`src/oaht_pkg.sv`:
```
// Shared constants, types and the color hash of the open-addressed hash table.
`default_nettype none

package oaht_pkg;

  localparam int unsigned DEPTH  = 256;
  localparam int unsigned SLOT_W = $clog2(DEPTH);
  localparam int unsigned SIZE_W = $clog2(DEPTH + 1);
  localparam int unsigned KEY_W  = 32;
  localparam int unsigned VAL_W  = 16;
  localparam int unsigned HASH_W = 13;
  localparam int unsigned CFG_W  = 9;
  localparam int unsigned STAT_W = 3;
  localparam int unsigned OUTS_W = 8;

  localparam logic [CFG_W-1:0] TABLE_SIZE_RST = 9'd256;
  localparam logic [7:0]       PROBE_STEP_RST = 8'd1;

  typedef enum logic [0:0] {
    CFG_TABLE_SIZE = 1'b0,
    CFG_PROBE_STEP = 1'b1
  } cfg_idx_e;

  typedef enum logic [STAT_W-1:0] {
    ST_HIT      = 3'd0,
    ST_MISS     = 3'd1,
    ST_INSERTED = 3'd2,
    ST_PRESENT  = 3'd3,
    ST_FULL     = 3'd4
  } status_e;

  typedef enum logic [1:0] {
    S_IDLE  = 2'd0,
    S_HASH  = 2'd1,
    S_PROBE = 2'd2,
    S_DONE  = 2'd3
  } state_e;

  typedef struct packed {
    logic              rd_en;
    logic [SLOT_W-1:0] rd_addr;
    logic              wr_en;
    logic [SLOT_W-1:0] wr_addr;
    logic [KEY_W-1:0]  wr_key;
    logic [VAL_W-1:0]  wr_value;
  } mem_req_t;

  typedef struct packed {
    logic             used;
    logic [KEY_W-1:0] key;
    logic [VAL_W-1:0] value;
  } mem_rsp_t;

  // 13*red + 7*green + 3*blue, alpha ignored
  function automatic logic [HASH_W-1:0] hash_sum(input logic [KEY_W-1:0] key);
    logic [HASH_W-1:0] r;
    logic [HASH_W-1:0] g;
    logic [HASH_W-1:0] b;
    r = HASH_W'(key[31:24]);
    g = HASH_W'(key[23:16]);
    b = HASH_W'(key[15:8]);
    return (r * HASH_W'(13)) + (g * HASH_W'(7)) + (b * HASH_W'(3));
  endfunction

endpackage

`default_nettype wire

```
`src/oaht_rem.sv`:
```
// Bit-serial restoring remainder unit: dividend modulo the active table size.
`default_nettype none

module oaht_rem (
  input  wire logic                         clk_i,
  input  wire logic                         rst_ni,
  input  wire logic                         start_i,
  input  wire logic [oaht_pkg::HASH_W-1:0]  dividend_i,
  input  wire logic [oaht_pkg::SIZE_W-1:0]  divisor_i,
  output logic                              done_o,
  output logic [oaht_pkg::SLOT_W-1:0]       rem_o
);

  localparam int unsigned CNT_W = $clog2(oaht_pkg::HASH_W);

  logic                          busy_q, busy_d;
  logic                          done_q, done_d;
  logic [CNT_W-1:0]              cnt_q, cnt_d;
  logic [oaht_pkg::HASH_W-1:0]   div_q, div_d;
  logic [oaht_pkg::SIZE_W-1:0]   rem_q, rem_d;
  logic [oaht_pkg::SIZE_W:0]     trial;
  logic [oaht_pkg::SIZE_W:0]     trial_sub;

  assign trial     = {rem_q, div_q[oaht_pkg::HASH_W-1]};
  assign trial_sub = trial - {1'b0, divisor_i};

  always_comb begin
    busy_d = busy_q;
    done_d = done_q;
    cnt_d  = cnt_q;
    div_d  = div_q;
    rem_d  = rem_q;
    if (start_i) begin
      busy_d = 1'b1;
      done_d = 1'b0;
      cnt_d  = CNT_W'(oaht_pkg::HASH_W - 1);
      div_d  = dividend_i;
      rem_d  = '0;
    end else if (busy_q) begin
      // one quotient bit per cycle, keep only the partial remainder
      rem_d = (trial >= {1'b0, divisor_i}) ? trial_sub[oaht_pkg::SIZE_W-1:0]
                                           : trial[oaht_pkg::SIZE_W-1:0];
      div_d = {div_q[oaht_pkg::HASH_W-2:0], 1'b0};
      cnt_d = cnt_q - CNT_W'(1);
      if (cnt_q == '0) begin
        busy_d = 1'b0;
        done_d = 1'b1;
      end
    end
  end

  always_ff @(posedge clk_i or negedge rst_ni) begin
    if (!rst_ni) begin
      busy_q <= 1'b0;
      done_q <= 1'b0;
      cnt_q  <= '0;
    end else begin
      busy_q <= busy_d;
      done_q <= done_d;
      cnt_q  <= cnt_d;
    end
  end

  always_ff @(posedge clk_i) begin
    div_q <= div_d;
    rem_q <= rem_d;
  end

  assign done_o = done_q;
  assign rem_o  = rem_q[oaht_pkg::SLOT_W-1:0];

endmodule

`default_nettype wire

```
`config.mk`:
```
export PLATFORM = sky130hd
export DESIGN_NAME = oaht_rem
export DESIGN_NICKNAME = d
export VERILOG_FILES = /design/src/oaht_pkg.sv /design/src/oaht_rem.sv
export SDC_FILE = /design/constraint.sdc
export NUM_CORES = 1
export LEC_CHECK = 0
export BUFFER_PORTS_ARGS = -buffer_cell sky130_fd_sc_hd__buf_2
export CAP_MARGIN = 10
export CORE_MARGIN = 5
export CORE_UTILIZATION = 23
export DETAILED_ROUTE_END_ITERATION = 10
export GPL_ROUTABILITY_DRIVEN = 0
export PLACE_DENSITY = 0.48
export SYNTH_ARGS = -nofsm -noshare
export SYNTH_HDL_FRONTEND = slang
export SYNTH_SLANG_ARGS = --single-unit
```
`constraint.sdc`:
```
create_clock -name clk_i -period 3.2 [get_ports clk_i]
set_clock_uncertainty 0.05 [all_clocks]
set_input_delay 0 -clock clk_i [delete_from_list [all_inputs] [get_ports clk_i]]
set_output_delay 0 -clock clk_i [all_outputs]
set_load 0.01 [all_outputs]
```
==> results.txt, run 1 <==
In this run the worst hold path is classified as input pin to asynchronous set/reset pin. Counting the buffers created by CTS gives 3. For this design the static power due to leakage is between 0.9 and 1 nW.

The synthesized-area fraction occupied by ao, oa, aoi and oai cells is 15.5%. The top cell types in the final layout, fill and taps aside, are buf_2 (33), nor2_1 (16), inv_1 (15), dlygate4sd3_1 (14), edfxtp_1 (13). The critical-path cell with the highest stage delay is a211oi_1. The xor and xnor area share after synthesis came out at 2.96%. The final antenna-violating net count is 0. The number of hold violations in the final report is 0.

Summed over all instances, the cell type with the most area after synthesis is edfxtp_1. Setup violations remaining at the end of the flow were counted as 0. The category of the critical setup timing path is flip-flop to flip-flop.

The summed instance area of the synthesized netlist came out at 0.00177 sq mm. The antenna diode count came out at 0. After layout, the worst path uses 79.4% of the clock period. After synthesis, the netlist uses 46 different library cells. The first-pass iteration count of the detailed router is 4.

The cell area reported after detailed placement is 0.00198 sq mm. The filler cell count came out at 833. The top cell family by delay on the critical path is compound AO/OA/AOI/OAI gates. The number of register bits inferred by synthesis came out at 28.

Buffers placed on the I/O ports in this run total 33. The number of cells upsized or downsized after cts is 0. In this run the count of I/O pins placed on the die edge is 34. The worst setup path is captured at a flip-flop. The number of enable flip-flop cells after synthesis is 13. The synthesized area per cell is roughly 10 sq um. The tool flagged a number of max-cap violations equal to 0. Once the clock tree was built, the setup fixing pass inserted 0 buffers.

The root buffer cell chosen for the clock tree is clkbuf_8. The wire length of the first global-routing pass came out at 6.22 mm. The via count of the first global-routing pass was 1,368. By area the synthesized netlist is led by edfxtp_1 (22%), dfxtp_1 (10%), dfrtp_1 (8.5%), mux2_2 (7.6%), ha_1 (7.1%).

The peak per-stage delay on the critical path came out at 0.42 ns. The library cell used most frequently in the layout, excluding fill and tap cells, is buf_2. The detailed router placed 1,321 vias in this run. The biggest fanout along the worst timing path came out at 7. The die extent in x is 97.8 um. The maximum resistive drop on vdd came out at 0.000186 V. STA puts the critical path data required time at around 3.3 ns. The final hold slack came out at 0.0310 ns. The slew at the pin closest to its max-slew limit came out at between 0.8 and 0.9 ns.

The area used by sequential logic in the layout came out at roughly 700 sq um. The floorplan die area came out at around 0.0096 sq mm. The number of cells produced by synthesis is ~170. The number of antenna violations at the first check in global routing is 0.

The number of buffers on the longest clock path is 2. The buffer and inverter count on the worst path is 2. The initial DRC count came out at 83. The post-synthesis async set-or-reset flop share came out at 21.4%. In the global route stage, overall resource usage came out at 7.79%. The average wire length per cell after detail routing came out at 12.0 um. STA puts the critical path data arrival time at 2.68 ns.

Setup repair after global routing left no endpoint under its margin. The vertical extent of the die is 97.8 um. The number of slew-limit violations in the final report came out at 0. The run finished with clean final reports.

The count of warnings emitted by yosys is 0. The number of core rows came out at 32. The area used by multi-input combinational logic came out at 908 sq um. The latest clock arrival within the worst-skew pair came out at 0.27 ns. For this run, the post-layout net count is ~250. The via density per instance is between 4 and 5. In this run the power density over the cells is 526 mW/mm^2. The HPWL after detailed placement is 2.76 mm. The clock transition at the registers of the reported paths is about 0.10 ns. The largest net degree at the start of global routing came out at 30.

The net count after synthesis came out at 209. The simple-gate share of the synthesized area is 14.1%. The remaining design rule violation count came out at 0. The proportion of synthesized chip area in sequential cells came out at roughly two fifths. The total overflow left after global routing is 0. The area share of the leading cell type in the synthesized netlist came out at between 20% and 30%. The number of buffers inserted for hold repair after clock tree synthesis came out at 14. The kind of launch point of the worst setup path is a flip-flop. Summed over all layers, the routed wires come to 3.72 mm. Across all register-to-register paths, the minimum setup slack is 0.66 ns. Headroom to the max-slew limit came out at between 40% and 50%. The signal on the critical path passes through inv_1 > ha_1 > inv_1 > fa_1 > a211oi_1 > o21a_1 > o211ai_2 > mux2i_1 > a211oi_1. The most frequently used flop master after synthesis is edfxtp_1. The core region area came out at between 0.007 and 0.008 sq mm.

The dominant combinational cell family by area after synthesis is compound AO/OA/AOI/OAI gates. CTS built an H-tree with a depth of 1. The multiplexer share of the synthesized area is 10.4%. The post-synthesis adder-cell area fraction is 8.19%. The starting density of the core came out at 23.3%. TritonCTS built the clock tree. The routed design could run at a clock period as short as 2.54 ns. The final instance area came out at 0.00216 sq mm. The share of final-layout standard cells stronger than drive strength 1 is approximately a quarter. CTS saw 28 sinks. The total negative slack for setup checks came out at 0 ns. The area overhead of the layout relative to synthesis came out at 22.0%. Derived from the worst setup path, the maximum achievable clock frequency is 393 MHz.
[stage by stage]
| step | utilization (%) | std cells | power [W] | setup WS (ns) |
|---|---|---|---|---|
| after detailed placement | 26.0 | 293 | 0.000945 | 0.652 |
| after CTS | 28.4 | 311 | 0.00116 | 0.628 |
| after global placement | 26.0 | 293 | 0.000947 | 0.739 |
| final | 28.4 | 311 | 0.00114 | 0.659 |
| after global routing | 28.4 | 311 | 0.00123 | 0.421 |
| after floorplan | - | 173 | 0.000851 | 0.927 |
[final timing paths]
path / start / endpoint / cells after the start
setup / recovery: div_q[12] / rem_q[6] / 9
hold / removal: rst_ni / done_o / 2
setup reg to reg: div_q[12] / rem_q[6] / 9
hold reg to reg: done_o / done_o / 2
max in group asynchronous: rst_ni / cnt_q[2] / 2
min in group clk_i: divisor_i[0] / rem_q[0] / 4
[worst register-to-register path, delay by kind of cell, from the launching register on]
| kind | cells | cell delay [ns] |
|---|---|---|
| compound gates | 4 | 1.15 |
| fa+ha+maj | 2 | 0.55 |
| flops | 1 | 0.40 |
| mux | 1 | 0.19 |
| buf+inv | 2 | 0.12 |
[flip-flops by register name (all words and copies together), names as in the netlist]
register  cells
div_q        13
rem_q         9
cnt_q         4
busy_q        1
done_o        1
[logic make-up after synthesis]
family | Yosys count
multiplexers | 17
buffers and inverters | 30
AO/OA/AOI/OAI | 37
XOR/XNOR | 6
AND/OR/NAND/NOR | 44
flip-flops | 28
adder cells (fa/ha/maj) | 11
[metal layers]
layer	GRT usage [%]	share of wire [%]	vias to the layer above
met3	2.57	5.0	0
met1	10.2	50	603
met2	13.0	45	23
met4	0.958	0	0
met5	0	0	-
li1	-	-	695
[synth_stat cells (all sizes together) (4+ instances only)]
| cell type | instances |
|---|---|
| nor2 | 16 |
| inv | 15 |
| edfxtp | 13 |
| mux2 | 12 |
| ha | 10 |
| a211oi | 9 |
| dfxtp | 9 |
| buf | 8 |
| a21oi | 7 |
| clkbuf | 7 |
| dfrtp | 6 |
| mux2i | 5 |
| nand2b | 5 |
| a311oi | 4 |
| nand2 | 4 |
| o211ai | 4 |
[where the power goes]
group | total (W) | internal (W) | switching [W]
sequential | 0.000482 | 0.000432 | 0.0000501
combinational | 0.000461 | 0.000217 | 0.000243
clock | 0.000195 | 0.0000862 | 0.000109
total | 0.00114 | 0.000735 | 0.000403
[area by class of cell]
type                       instances  area share, %
tap                              102           5.90
clock inverter                     1          0.174
inverter                          15           2.60
sequential                        28           33.3
clock buffer                       3           1.91
timing repair buffer              47           14.1
multi-input combinational        115           42.0
No activity file was read; power rests on OpenSTA's default activity.
==> run 2, diff against run 1 <==
PLACE_DENSITY = 0.49   (was 0.48)
clock period = 2.1 ns   (was 3.2 ns; I/O delays follow)
==> run 2 against run 1 <==
Net effect: the run now ends with setup timing left; wire length up 12%; flip-flop and latch count unchanged; sequential power up 47%; maximum frequency up 13%; cell count up 8.4%; sequential share of layout area down 4.5 points; core utilization up 4.5 points; die area unchanged; worst setup slack worse by 0.81 ns; global-route usage up 1.3 points; critical endpoint is now rem_q[8]; largest cell class unchanged.
==> results.txt, run 2 (same netlist as run 1, synthesis figures left out) <==
The top achievable clock speed was 445 MHz (+13%). TritonCTS built the clock tree. The library cell used most frequently in the layout, excluding fill and tap cells, is buf_2. The final setup violation count came out at 9 (+9). The number of CTS-inserted buffers is 3 (unchanged). The top cell family by delay on the critical path is compound AO/OA/AOI/OAI gates. The run finished, with violations left. In the layout the commonest cells are buf_2 (33), buf_4 (25), nor2_1 (16), inv_1 (14), dlygate4sd3_1 (14). The kind of end point of the critical path is a flip-flop. The number of I/O port buffers is 33 (unchanged). The net switching power figure came to 0.000723 W (+80%). The maximum level of the CTS H-tree is 1 (unchanged). The kind of launch point of the worst setup path is a flip-flop. The filler cell count is 817 (-1.9%). The cell count along the critical path is 9 (unchanged). The flip-flop count of the largest register, all copies and words added came out at 13 (unchanged). The number of core rows came to 32 (unchanged). The total routing resource utilization after global routing came out at 9.05% (+1.3 points). The via count came out at 1,464 (+11%). The area overhead of the layout relative to synthesis is 41.2%. The total length of routed wires is 4.17 mm (+12%). The overall overflow remaining after global route came out at 0 (unchanged).

The final worst-path cycle share came to 107% (+28 points). The core region area is 0.00761 sq mm (unchanged). The number of hold violations in the final report is 0 (unchanged). The via count of the first global-routing pass came out at 1,471 (+7.5%).

The required time of the critical path came out at 2.26 ns (-1.08 ns). The via density per instance is 4.34 (+2.3%). The share of total power in combinational logic is 47.0% (+6.5 points). The depth of the worst register-to-register path is 9 (unchanged). The switching power share of the total came to 33.3% (-2.1 points). Counting flops per register, the top entry is div_q. The peak per-stage delay on the critical path is 0.39 ns (-0.03 ns).

The remaining design rule violation count came out at 0 (unchanged). The final hold slack came out at 0.00342 ns (-0.0276 ns). The maximum resistive drop on vdd came out at 0.000356 V (+92%).

The category of the critical setup timing path is flip-flop to flip-flop. The initial DRC count came out at 25 (-70%). The checks that failed: setup timing. In this run the worst hold path is classified as input pin to asynchronous set/reset pin. The starting density of the core came to 23.3% (unchanged).

The die extent in x is 97.8 um (unchanged). The buffer and inverter count on the worst path is 2 (unchanged). The power density over the cells is 867 mW/mm^2 (+65%). The worst-case headroom to the max-slew limit came to 73.3% (+28 points). The part of the total power dissipated in the clock network is 20.3% (+3.1 points).

The wire length of the first global-routing pass is 7.16 mm (+15%). The antenna diode count came out at 0 (unchanged). The number of max-cap violations is 0 (unchanged). The average wire length per cell after detail routing came out at 12.4 um (+3.4%).

The filler-free cell count of the finished design came out at 337 (+8.4%). The half-perimeter wire length after placement came out at 3.15 mm (+14%). The largest registers in the layout are div_q (13), rem_q (9), cnt_q (4). The total instance count after detailed placement was 318 (+8.5%). The biggest fanout along the worst timing path came out at 4 (-3). The latest clock arrival within the worst-skew pair came out at 0.28 ns (about the same).

The internal power is 0.00145 W (+97%). The final setup slack of the worst path came out at -0.149 ns (-0.807 ns). The clock sink total is 28 (unchanged). The share of final-layout standard cells stronger than drive strength 1 was 41.3% (+15 points).

The leakage power of the design is 1.08 nW (+17%). The share of the core filled with cells came out at 32.9% (+4.5 points). The clock transition at the registers of the reported paths was 0.10 ns (about the same). The count of pins on the block boundary came out at 34 (unchanged). The signal on the critical path passes through inv_1 > ha_2 > inv_2 > fa_2 > a211oi_4 > o211ai_1 > o211a_1 > or3_1 > a311oi_2. The number of antenna violations at the first check in global routing came out at 0 (unchanged). The number of slew-limit violations in the final report is 0 (unchanged).

Setup repair after global routing could not meet its margin everywhere. The data arrival time of the critical path came out at 2.41 ns (-0.27 ns). The vertical extent of the die came out at 97.8 um (unchanged).

The sequential cell fraction of total power came to 32.6% (-9.8 points). The clock period minus worst slack is 2.25 ns (-0.293 ns). The final antenna-violating net count came to 0 (unchanged). The first-pass iteration count of the detailed router came to 4 (unchanged). The largest net degree at the start of global routing is 23 (-23%). On the critical path, the stage with the largest delay is an instance of edfxtp_1. The number of nets in the final layout came to 272 (+11%). The slew at the pin closest to its max-slew limit is 0.397 ns (-0.419 ns). The library cell used as clock root buffer is clkbuf_8.

The number of buffers on the longest clock path came to 2 (unchanged). The floorplan die area is 0.00956 sq mm (unchanged). The total power came to 0.00217 W (+91%).
==> run 2: cell count changes in the layout (fill, tap and decap cells not counted), sizes merged <==
| cell | previous run | this run |
|---|---|---|
| bufinv | 0 | 1 |
| buf | 33 | 59 |
| clkinv | 1 | 0 |
==> run 2: power groups by stage <==
| stage | clock, W | sequential (W) | combinational [W] |
|---|---|---|---|
| finish | 0.000442 | 0.000709 | 0.00102 |
| global route | 0.000492 | 0.000723 | 0.00113 |
| CTS | 0.000458 | 0.000711 | 0.000982 |
| detailed placement | 0 | 0.000724 | 0.000935 |
| global placement | 0 | 0.000724 | 0.000932 |
| floorplan | 0 | 0.000722 | 0.000635 |
==> run 2: cell type report <==
type | count | area, sq um | area share, %
Tap cell | 102 | 128 | 5.10
Multi-Input combinational cell | 115 | 1020 | 40.9
Clock buffer | 3 | 41.3 | 1.65
Inverter | 15 | 56.3 | 2.25
Timing Repair Buffer | 73 | 504 | 20.1
Clock inverter | 1 | 30.0 | 1.20
Sequential cell | 28 | 721 | 28.8
==> run 2: what timing repair did <==
item | CTS | global route
setup buffers | 0 | 1
endpoints found under the setup margin | 9 | 9
gates resized for setup | 3 | 9
endpoints found under the hold margin | 19 | 0
hold buffers | 14 | 0
pin swaps | 7 | 10
==> run 2: path summary, 6_finish.rpt <==
path	startpoint	end	slack (ns)
max in group asynchronous	rst_ni	cnt_q[1]	1.86
min in group clk_i	start_i	done_o	0.07
min reg2reg	done_o	done_o	0.46
max reg2reg	div_q[12]	rem_q[8]	-0.15
min	rst_ni	done_o	0.003
max	div_q[12]	rem_q[8]	-0.15
==> run 2: per-stage QoR <==
| stage | instance area, sq um | setup slack, ns | setup TNS, ns |
|---|---|---|---|
| after floorplan | 1840 | -0.0335 | -0.195 |
| after global placement | 2240 | -0.139 | -1.07 |
| after detailed placement | 2240 | -0.199 | -1.54 |
| after CTS | 2460 | -0.136 | -0.775 |
| after global routing | 2500 | -0.288 | -1.93 |
| final | 2500 | -0.149 | -0.701 |
==> run 2: metal layers <==
metal / share of wire (%) / vias up / global-route usage (%)
met5: 0 / - / 0
li1: - / 743 / -
met3: 4.5 / 7 / 2.14
met4: 2.0 / 0 / 2.24
met2: 44 / 39 / 14.8
met1: 49 / 675 / 12.1
==> run 2: worst reg2reg max path: cells and delay by family (launching register included) <==
family	cells	cell delay (ns)
adders and majority gates	2	0.53
AOI/OAI and AO/OA	4	0.77
and+or+nand+nor	1	0.32
DFF	1	0.39
buffers and inverters	2	0.11
